[src/rtl/core/gha_pkg.sv]
// ----------------------------------------------------------------------------
// gha_pkg
// shared sizes, codes and controller/datapath interface types
// ----------------------------------------------------------------------------
`default_nettype none
package gha_pkg;
	localparam int SLOTS     = 32;
	localparam int CMD_DEPTH = 16;
	localparam int VER_BITS  = 16;

	localparam int SLOT_W = (SLOTS > 1) ? $clog2(SLOTS) : 1;
	localparam int ID_W   = 6;
	localparam int CNT_W  = $clog2(CMD_DEPTH + 1);
	localparam int CIDX_W = (CMD_DEPTH > 1) ? $clog2(CMD_DEPTH) : 1;
	localparam int FUNC_W = 3;
	localparam int KIND_W = 2;
	localparam int STAT_W = 2;

	localparam logic [FUNC_W-1:0] FN_ALLOC    = 3'd0;
	localparam logic [FUNC_W-1:0] FN_DESTROY  = 3'd1;
	localparam logic [FUNC_W-1:0] FN_VALIDATE = 3'd2;
	localparam logic [FUNC_W-1:0] FN_COMMIT   = 3'd3;
	localparam logic [FUNC_W-1:0] FN_ALL      = 3'd4;

	localparam logic [KIND_W-1:0] KIND_RESP    = 2'd0;
	localparam logic [KIND_W-1:0] KIND_CREATED = 2'd1;
	localparam logic [KIND_W-1:0] KIND_DESTROY = 2'd2;

	localparam logic [STAT_W-1:0] ST_OK      = 2'd0;
	localparam logic [STAT_W-1:0] ST_INVALID = 2'd1;
	localparam logic [STAT_W-1:0] ST_NOSLOT  = 2'd2;
	localparam logic [STAT_W-1:0] ST_QFULL   = 2'd3;

	typedef struct packed {
		logic load;
		logic op;
		logic cmt;
		logic sweep;
		logic fin;
		logic clr_idx;
	} gha_cmd_t;

	typedef struct packed {
		logic [FUNC_W-1:0] func;
		logic              out_free;
		logic              cmt_done;
		logic              sweep_done;
	} gha_sts_t;
endpackage
`default_nettype wire

[src/rtl/core/generational_handle_allocator_unit.sv]
// ----------------------------------------------------------------------------
// generational_handle_allocator_unit
// hands out slot handles with versions, queues creates and destroys, commits
// ----------------------------------------------------------------------------
//  channel | signals                                   | dir
//  request | in_valid in_ready func ident version      | in
//  result  | out_valid out_ready kind status out_ident | out
//          | out_version last                          |
//
//  allocate, destroy, validate and unknown codes: latch, then answer, one request at a time
//  commit: walks the queued commands in order, one table access per cycle while the result register is free
//  destroy all: commit walk, then a sweep over every opened slot, then the response
//  any step that emits waits while the result register is full and not taken
//  reset clears live marks, counters and the free list at once, no sweep
// ----------------------------------------------------------------------------
`default_nettype none
module generational_handle_allocator_unit import gha_pkg::*; (
	input  wire logic                clk,
	input  wire logic                arst_n,
	input  wire logic                in_valid,
	output logic                     in_ready,
	input  wire logic [FUNC_W-1:0]   func,
	input  wire logic [ID_W-1:0]     ident,
	input  wire logic [VER_BITS-1:0] version,
	output logic                     out_valid,
	input  wire logic                out_ready,
	output logic [KIND_W-1:0]        kind,
	output logic [STAT_W-1:0]        status,
	output logic [ID_W-1:0]          out_ident,
	output logic [VER_BITS-1:0]      out_version,
	output logic                     last
);
	gha_cmd_t cmd;
	gha_sts_t sts;

	// sequencer
	gha_ctrl u_ctrl (
		.clk      (clk),
		.arst_n   (arst_n),
		.in_valid (in_valid),
		.in_ready (in_ready),
		.sts      (sts),
		.cmd      (cmd)
	);

	// tables, queue and result register
	gha_dp u_dp (
		.clk         (clk),
		.arst_n      (arst_n),
		.cmd         (cmd),
		.sts         (sts),
		.func        (func),
		.ident       (ident),
		.version     (version),
		.out_valid   (out_valid),
		.out_ready   (out_ready),
		.kind        (kind),
		.status      (status),
		.out_ident   (out_ident),
		.out_version (out_version),
		.last        (last)
	);
endmodule
`default_nettype wire

[src/rtl/core/gha_ctrl.sv]
// ----------------------------------------------------------------------------
// gha_ctrl
// sequencer: single-step ops, commit walk, destroy-all sweep, final response
// ----------------------------------------------------------------------------
`default_nettype none
module gha_ctrl import gha_pkg::*; (
	input  wire logic     clk,
	input  wire logic     arst_n,
	input  wire logic     in_valid,
	output logic          in_ready,
	input  wire gha_sts_t sts,
	output gha_cmd_t      cmd
);
	localparam logic [2:0] S_IDLE  = 3'd0;
	localparam logic [2:0] S_DISP  = 3'd1;
	localparam logic [2:0] S_CMT   = 3'd2;
	localparam logic [2:0] S_SWEEP = 3'd3;
	localparam logic [2:0] S_FIN   = 3'd4;

	logic [2:0] state_q, state_d;

	always_comb begin
		state_d  = state_q;
		cmd      = '0;
		in_ready = 1'b0;
		case (state_q)
			S_IDLE: begin
				in_ready = 1'b1;
				if (in_valid) begin
					cmd.load = 1'b1;
					state_d  = S_DISP;
				end
			end
			S_DISP: begin
				if (sts.func == FN_COMMIT || sts.func == FN_ALL) begin
					cmd.clr_idx = 1'b1;
					state_d     = S_CMT;
				end else if (sts.out_free) begin
					cmd.op  = 1'b1;
					state_d = S_IDLE;
				end
			end
			S_CMT: begin
				if (sts.cmt_done) begin
					cmd.clr_idx = 1'b1;
					state_d     = (sts.func == FN_ALL) ? S_SWEEP : S_FIN;
				end else if (sts.out_free) begin
					cmd.cmt = 1'b1;
				end
			end
			S_SWEEP: begin
				if (sts.sweep_done) begin
					state_d = S_FIN;
				end else if (sts.out_free) begin
					cmd.sweep = 1'b1;
				end
			end
			S_FIN: begin
				if (sts.out_free) begin
					cmd.fin = 1'b1;
					state_d = S_IDLE;
				end
			end
			default: state_d = S_IDLE;
		endcase
	end

	always_ff @(posedge clk or negedge arst_n) begin
		if (!arst_n) state_q <= S_IDLE;
		else         state_q <= state_d;
	end
endmodule
`default_nettype wire

[src/rtl/core/gha_dp.sv]
// ----------------------------------------------------------------------------
// gha_dp
// slot table, free list, command queue and result register
// ----------------------------------------------------------------------------
`default_nettype none
module gha_dp import gha_pkg::*; (
	input  wire logic                clk,
	input  wire logic                arst_n,
	input  wire gha_cmd_t            cmd,
	output gha_sts_t                 sts,
	input  wire logic [FUNC_W-1:0]   func,
	input  wire logic [ID_W-1:0]     ident,
	input  wire logic [VER_BITS-1:0] version,
	output logic                     out_valid,
	input  wire logic                out_ready,
	output logic [KIND_W-1:0]        kind,
	output logic [STAT_W-1:0]        status,
	output logic [ID_W-1:0]          out_ident,
	output logic [VER_BITS-1:0]      out_version,
	output logic                     last
);
	logic [VER_BITS-1:0] ver_mem  [SLOTS];
	logic [SLOT_W-1:0]   link_mem [SLOTS];
	logic                cq_des   [CMD_DEPTH];
	logic [SLOT_W-1:0]   cq_slot  [CMD_DEPTH];
	logic [VER_BITS-1:0] cq_ver   [CMD_DEPTH];
	logic [SLOTS-1:0]    live_q;

	logic [FUNC_W-1:0]   func_q;
	logic [ID_W-1:0]     id_q;
	logic [VER_BITS-1:0] ver_q;
	logic [ID_W-1:0]     used_q;
	logic [SLOT_W-1:0]   head_q, tail_q;
	logic                empty_q;
	logic [CNT_W-1:0]    count_q;
	logic [ID_W-1:0]     idx_q;
	logic                ovalid_q;

	logic [SLOT_W-1:0]   hid, a_idx, c_slot, sw_i;
	logic [VER_BITS-1:0] a_ver;
	logic                h_ok, q_full, a_none, c_emit, c_kill, sw_live, out_free;
	logic [CIDX_W-1:0]   cidx, wcidx;

	assign out_free = !ovalid_q || out_ready;
	assign hid      = SLOT_W'(id_q - ID_W'(1));
	assign h_ok     = (id_q != '0) && (id_q <= used_q) && live_q[hid] && (ver_mem[hid] == ver_q);
	assign q_full   = (count_q == CNT_W'(CMD_DEPTH));
	assign a_none   = empty_q && (used_q == ID_W'(SLOTS));
	assign a_idx    = empty_q ? used_q[SLOT_W-1:0] : head_q;
	assign a_ver    = empty_q ? '0 : ver_mem[head_q];
	assign wcidx    = count_q[CIDX_W-1:0];
	assign cidx     = idx_q[CIDX_W-1:0];
	assign c_slot   = cq_slot[cidx];
	assign c_kill   = cq_des[cidx] && live_q[c_slot] && (ver_mem[c_slot] == cq_ver[cidx]);
	assign c_emit   = !cq_des[cidx] || c_kill;
	assign sw_i     = idx_q[SLOT_W-1:0];
	assign sw_live  = live_q[sw_i];

	assign sts.func       = func_q;
	assign sts.out_free   = out_free;
	assign sts.cmt_done   = (idx_q == ID_W'(count_q));
	assign sts.sweep_done = (idx_q == used_q);

	// input latch
	always_ff @(posedge clk) begin
		if (cmd.load) begin
			func_q <= func;
			id_q   <= ident;
			ver_q  <= version;
		end
	end

	// tables without reset
	always_ff @(posedge clk) begin
		if (cmd.op && func_q == FN_ALLOC && !q_full && !a_none) begin
			if (empty_q) ver_mem[a_idx] <= '0;
			cq_des[wcidx]  <= 1'b0;
			cq_slot[wcidx] <= a_idx;
			cq_ver[wcidx]  <= a_ver;
		end
		if (cmd.op && func_q == FN_DESTROY && h_ok && !q_full) begin
			cq_des[wcidx]  <= 1'b1;
			cq_slot[wcidx] <= hid;
			cq_ver[wcidx]  <= ver_mem[hid];
		end
		if (cmd.cmt && c_kill) begin
			ver_mem[c_slot] <= ver_mem[c_slot] + VER_BITS'(1);
			if (!empty_q) link_mem[tail_q] <= c_slot;
		end
		if (cmd.sweep) begin
			if (sw_live) ver_mem[sw_i] <= ver_mem[sw_i] + VER_BITS'(1);
			if (idx_q + ID_W'(1) < used_q) link_mem[sw_i] <= SLOT_W'(idx_q + ID_W'(1));
		end
	end

	// control state
	always_ff @(posedge clk or negedge arst_n) begin
		if (!arst_n) begin
			live_q  <= '0;
			used_q  <= '0;
			head_q  <= '0;
			tail_q  <= '0;
			empty_q <= 1'b1;
			count_q <= '0;
			idx_q   <= '0;
		end else begin
			if (cmd.clr_idx) idx_q <= '0;
			if (cmd.cmt || cmd.sweep) idx_q <= idx_q + ID_W'(1);
			if (cmd.op && func_q == FN_ALLOC && !q_full && !a_none) begin
				if (empty_q) begin
					live_q[a_idx] <= 1'b0;
					used_q        <= used_q + ID_W'(1);
				end
				if (empty_q || head_q == tail_q) begin
					head_q  <= '0;
					tail_q  <= '0;
					empty_q <= 1'b1;
				end else begin
					head_q <= link_mem[head_q];
				end
				count_q <= count_q + CNT_W'(1);
			end
			if (cmd.op && func_q == FN_DESTROY && h_ok && !q_full)
				count_q <= count_q + CNT_W'(1);
			if (cmd.cmt) begin
				if (!cq_des[cidx]) live_q[c_slot] <= 1'b1;
				else if (c_kill) begin
					live_q[c_slot] <= 1'b0;
					if (empty_q) begin
						head_q  <= c_slot;
						empty_q <= 1'b0;
					end
					tail_q <= c_slot;
				end
			end
			if (cmd.sweep && sw_live) live_q[sw_i] <= 1'b0;
			if (cmd.fin) begin
				count_q <= '0;
				if (func_q == FN_ALL && used_q != '0) begin
					head_q  <= '0;
					tail_q  <= SLOT_W'(used_q - ID_W'(1));
					empty_q <= 1'b0;
				end
			end
		end
	end

	// result register
	logic emit;
	assign emit = cmd.op || cmd.fin || (cmd.cmt && c_emit) || (cmd.sweep && sw_live);

	always_ff @(posedge clk or negedge arst_n) begin
		if (!arst_n)        ovalid_q <= 1'b0;
		else if (emit)      ovalid_q <= 1'b1;
		else if (out_ready) ovalid_q <= 1'b0;
	end

	always_ff @(posedge clk) begin
		if (emit) begin
			kind        <= KIND_RESP;
			status      <= ST_OK;
			out_ident   <= '0;
			out_version <= '0;
			last        <= 1'b1;
			if (cmd.op) begin
				case (func_q)
					FN_ALLOC: begin
						if (q_full) status <= ST_QFULL;
						else if (a_none) status <= ST_NOSLOT;
						else begin
							out_ident   <= ID_W'(a_idx) + ID_W'(1);
							out_version <= a_ver;
						end
					end
					FN_DESTROY: begin
						if (!h_ok) status <= ST_INVALID;
						else if (q_full) status <= ST_QFULL;
					end
					FN_VALIDATE: status <= h_ok ? ST_OK : ST_INVALID;
					default:     status <= ST_INVALID;
				endcase
			end else if (cmd.cmt) begin
				kind        <= cq_des[cidx] ? KIND_DESTROY : KIND_CREATED;
				out_ident   <= ID_W'(c_slot) + ID_W'(1);
				out_version <= ver_mem[c_slot];
				last        <= 1'b0;
			end else if (cmd.sweep) begin
				kind        <= KIND_DESTROY;
				out_ident   <= idx_q + ID_W'(1);
				out_version <= ver_mem[sw_i];
				last        <= 1'b0;
			end
		end
	end

	assign out_valid = ovalid_q;
endmodule
`default_nettype wire

[config.mk]
export PLATFORM = sky130hd
export DESIGN_NAME = generational_handle_allocator_unit
export DESIGN_NICKNAME = d
export VERILOG_FILES = /design/src/rtl/core/gha_pkg.sv /design/src/rtl/core/generational_handle_allocator_unit.sv /design/src/rtl/core/gha_ctrl.sv /design/src/rtl/core/gha_dp.sv
export SDC_FILE = /design/constraint.sdc
export NUM_CORES = 2
export LEC_CHECK = 0
export BUFFER_PORTS_ARGS = -buffer_cell sky130_fd_sc_hd__buf_2
export CAP_MARGIN = 20
export CORE_AREA = 2 2 373 375
export CTS_BUF_LIST = sky130_fd_sc_hd__clkbuf_4 sky130_fd_sc_hd__clkbuf_8
export DETAILED_ROUTE_END_ITERATION = 8
export DIE_AREA = 0 0 375 377
export PLACE_DENSITY = 0.71
export SKIP_CTS_REPAIR_TIMING = 1
export SYNTH_ARGS = -nofsm -noshare
export SYNTH_HDL_FRONTEND = slang
export SYNTH_SLANG_ARGS = --single-unit
[constraint.sdc]
create_clock -name clk -period 19.85 [get_ports clk]
set_input_delay 3.97 -clock clk [delete_from_list [all_inputs] [get_ports clk]]
set_output_delay 3.97 -clock clk [all_outputs]
set_load 0.01 [all_outputs]
==> run_results.csv <==
group,metric,value,unit
timing,fin_skew,0.0558,ns
global_routing,first_global_vias,42700,
cells_and_area,area_growth,11.1,%
cells_and_area,num-fill-cells,11200,
synth,synth_edf_count,1076,
synth,synthSimpleGateAreaFrac,0.0716,
cells_and_area,drive_gt1_frac,0.314,
worst_hold_path,hp-class,"reg2reg",
route,dr.first_iter.drc_count,8916,
die,design.die.area,141000,um2
pwr,power.density,175,nW/um2
synth,synth_area_leader_cell,"edfxtp_1",
clocking,clk_latency,0.95,ns
timing,period_needed,9.76,ns
global_routing,grt_usage,0.335,
synth,synthDistinctLibCells,111,
setup_path,cp-start-kind,"flip-flop",
timing,slew-limit-headroom,0.140,
die,core,137000,um2
clocking,clockRootBuffer,"clkbuf_8",
synth,synth_xor_area_frac,0.0116,
clocking,htree_levels,4,
cells_and_area,stdcell_count,6019,
placement,place_congestion,1.08,
die,die_width,375,um
route,drc,4,
route,vias,44900,
synth,synthAdderAreaFrac,0.00673,
timing,final-setup-viol-count,0,
global_routing,grt_overflow,0,
synth,synth_ff_type,"edfxtp_1",
die,die-height,377,um
synth,synth-seq-cells,1140,
synth,synth.avg_cell_area,15.5,um2
synth,synthMuxAreaShare,0.250,
synth,syn_area,61400,um2
clocking,clockBufferDepth,3,
setup_path,cpMostUsedCell,"buf_4",
route,via_per_inst,7.46,
worst_hold_path,hold_start,"u_dp.used_q[5]$_DFFE_PN0P_",
die,io_pins,58,
global_routing,grt_pass1_wl,331000,um
job,maxCapViolations,0,
synth,synth_top_area_frac,0.526,
global_routing,antenna_found_initial,15,
cells_and_area,final_nets,4132,
setup_path,worstPathRequired,20.44,ns
placement,dp_hpwl,156000,um
cells_and_area,final_core_util,0.498,
timing,finalCritPeriodShare,0.492,
synth,syn_inst,3948,
placement,io_buffers,57,
synth,synth_compound_gate_area_share,0.0798,
setup_path,cp-end-kind,"flip-flop",
cells_and_area,multi_input_area,26200,um2
synth,ys_seq_area_frac,0.552,
synth,ys_top_cells_by_area,"edfxtp_1 (53%), mux4_2 (22%), dfrtp_1 (2.6%)",
timing,rsz0062_at_grt,"no",
setup_path,crit_start,"u_dp.idx_q[0]$_DFFE_PN0P_",
setup_path,path_max_fanout,94,
timing,fmax,0.102,GHz
clocking,cts.sinks,1140,
setup_path,criticalPathCategory,"reg2reg",
clocking,cts_made_buffers,179,
synth,syn-num-nets,4010,
die,initial_core_util,0.448,
clocking,path_clk_slew,0.06,ns
timing,finalSetupTns,0,ns
timing,hold_viol,0,
global_routing,grt_max_degree,95,
setup_path,max_stage_delay,0.92,ns
run_status,violations,"DRC",
clocking,cts_tree,"done",
run_status,status,"finished, violations left",
route,drt-pass1-iter-count,9,
timing,maxSlewViolCount,0,
route,ant_nets,0,
setup_path,reg2reg_from,"u_dp.idx_q[0]$_DFFE_PN0P_",
synth,yosys_warnings,0,
synth,async_flop_share,0.0561,
setup_path,cp_top_family,"simple AND/OR/NAND/NOR gates",
synth,synth_top_family_by_area,"multiplexers",
die,rows,136,
setup_path,worstPathCellList,"nor2_1 > a22oi_1 > and3_1 > nor2_4 > buf_12 > inv_6 > buf_4 > mux2_2 > o22ai_1 > a2111oi_1 > a21boi_0 > nor4_1 > nand4_1 > o41ai_2 > o221ai_2 > or3_1 > nor2_2 > buf_4",
pwr,max-vdd-ir-drop,0.236,mV
setup_path,cp.arrival,10.35,ns
cells_and_area,ff_latch_area,33900,um2
pwr,p_leak,21.3,nW
route,routedWlPerCell,39.9,um
setup_path,cp_num_buf_inv,4,
placement,dp_cells,5672,
route,wl,240000,um
timing,worst_pin_slew,1.25,ns
setup_path,slowest_stage,"a2111oi_1",
[cells in the mapped netlist (9+ instances only)]
cell / instances
nor4_1: 26
a22o_1: 9
and4_1: 9
xor2_1: 23
edfxtp_1: 1076
inv_1: 42
dfrtp_1: 63
o21ai_1: 17
nand3_1: 152
a211oi_1: 106
mux4_2: 611
buf_1: 56
a21oi_1: 59
ha_1: 33
clkbuf_1: 152
o21ai_0: 144
buf_4: 19
mux2i_1: 132
nor2_1: 165
o22ai_1: 70
o221ai_1: 24
mux2_2: 19
nand2_1: 205
or3_1: 15
nor3_1: 44
buf_2: 72
a22oi_1: 86
xnor2_1: 58
and3_1: 122
nand4_1: 31
nor2b_1: 15
buf_6: 16
nand2b_1: 15
a2111oi_0: 13
o21a_1: 22
a31oi_1: 30
[sequential cells by signal, indices dropped and copies added, names as in the netlist]
signal / cells
u_dp.tail_q: 5
u_dp.head_q: 5
u_dp.link_mem: 160
u_dp.id_q: 6
u_dp.cq_ver: 256
u_dp.count_q: 5
u_dp.kind: 2
u_dp.ver_mem: 512
u_dp.live_q: 32
u_dp.out_ident: 6
u_dp.out_version: 16
u_ctrl.state_q: 3
u_dp.cq_slot: 80
u_dp.ver_q: 16
u_dp.idx_q: 6
u_dp.empty_q: 1
u_dp.status: 2
u_dp.cq_des: 16
u_dp.used_q: 6
u_dp.last: 1
u_dp.out_valid: 1
u_dp.func_q: 3
[stage by stage]
| stage | setup WS (ns) | hold WS (ns) | area, um2 | power [mW] |
|---|---|---|---|---|
| floorplan | 12.24 | 0.502 | 61400 | 7.10 |
| global placement | 10.26 | 0.529 | 64300 | 9.44 |
| detailed placement | 10.66 | 0.538 | 64400 | 9.46 |
| CTS | 10.55 | 0.547 | 68100 | 11.6 |
| global route | 10.03 | 0.592 | 68200 | 12.1 |
| finish | 10.09 | 0.572 | 68200 | 11.9 |
[worst reg2reg max path: cells and delay by family, from the launching register on]
kind,cells,cell delay (ns)
simple gates,7,3.37
compound gates,6,2.67
buf+inv,4,2.15
flops,1,0.90
mux,1,0.32
[per-layer routing]
metal	global-route usage	up-vias	part of all wire	wire length, um
li1	-	16800	-	-
met1	0.420	22400	0.34	81700
met2	0.463	4536	0.41	98900
met3	0.156	1096	0.17	39900
met4	0.217	16	0.080	19100
met5	0.0158	-	0.0011	257
[worst paths after layout]
kind                            depth (start not counted)                            to  slack [ns]
worst max-delay path                                   18  u_dp.ver_mem[6][3]$_DFFE_PP_       10.09
worst min-delay path                                    1    u_dp.used_q[5]$_DFFE_PN0P_        0.57
min in group asynchronous                               2    u_dp.out_valid$_DFFE_PN0P_        3.22
max in group asynchronous                               2      u_dp.head_q[1]$_DFF_PN0_       15.87
worst max register to register                         18  u_dp.ver_mem[6][3]$_DFFE_PP_       10.09
worst min register to register                          1    u_dp.used_q[5]$_DFFE_PN0P_        0.57
[final cells by class]
class                           count  area share
Sequential cell                  1140       0.498
Multi-Input combinational cell   2442       0.384
Clock buffer                      231      0.0423
Tap cell                         1794      0.0329
Timing Repair Buffer              261      0.0278
Clock inverter                     92      0.0121
Inverter                           46     0.00261
Antenna cell                       13    0.000477
[report_power, final]
part           switching [mW]  internal (mW)  leakage [nW]
logic                    4.44           2.17          9.52
clock network           0.992           1.14          1.93
registers               0.179           3.02          9.90
total                    5.61           6.32          21.3
[cells by family (layout without fill, tap and decap cells)]
| kind of cell | count (synthesis) | after routing |
|---|---|---|
| AOI/OAI and AO/OA | 698 | 698 |
| muxes | 765 | 765 |
| xor gates and xnor gates | 81 | 81 |
| adders and majority gates | 33 | 33 |
| buffers and inverters | 366 | 630 |
| DFF | 1140 | 1140 |
| and+or+nand+nor | 865 | 865 |
| other | 0 | 13 |
[layout by cell type, fill, tap and decap left out, drive strengths merged, types with 19 or more instances in the layout]
cell / count
buf: 261
a21oi: 62
and3: 122
o22ai: 71
nor2: 174
a2111oi: 19
nand2: 207
ha: 33
nand3: 158
mux4: 611
nand4: 33
xor2: 23
inv: 51
a22oi: 87
nor3: 45
edfxtp: 1076
mux2: 20
o21ai: 162
clkbuf: 231
nor4: 26
o221ai: 25
dfrtp: 63
clkinv: 66
a211oi: 108
xnor2: 58
o21a: 22
mux2i: 134
a31oi: 31
Power figures use the tool's default switching activity.
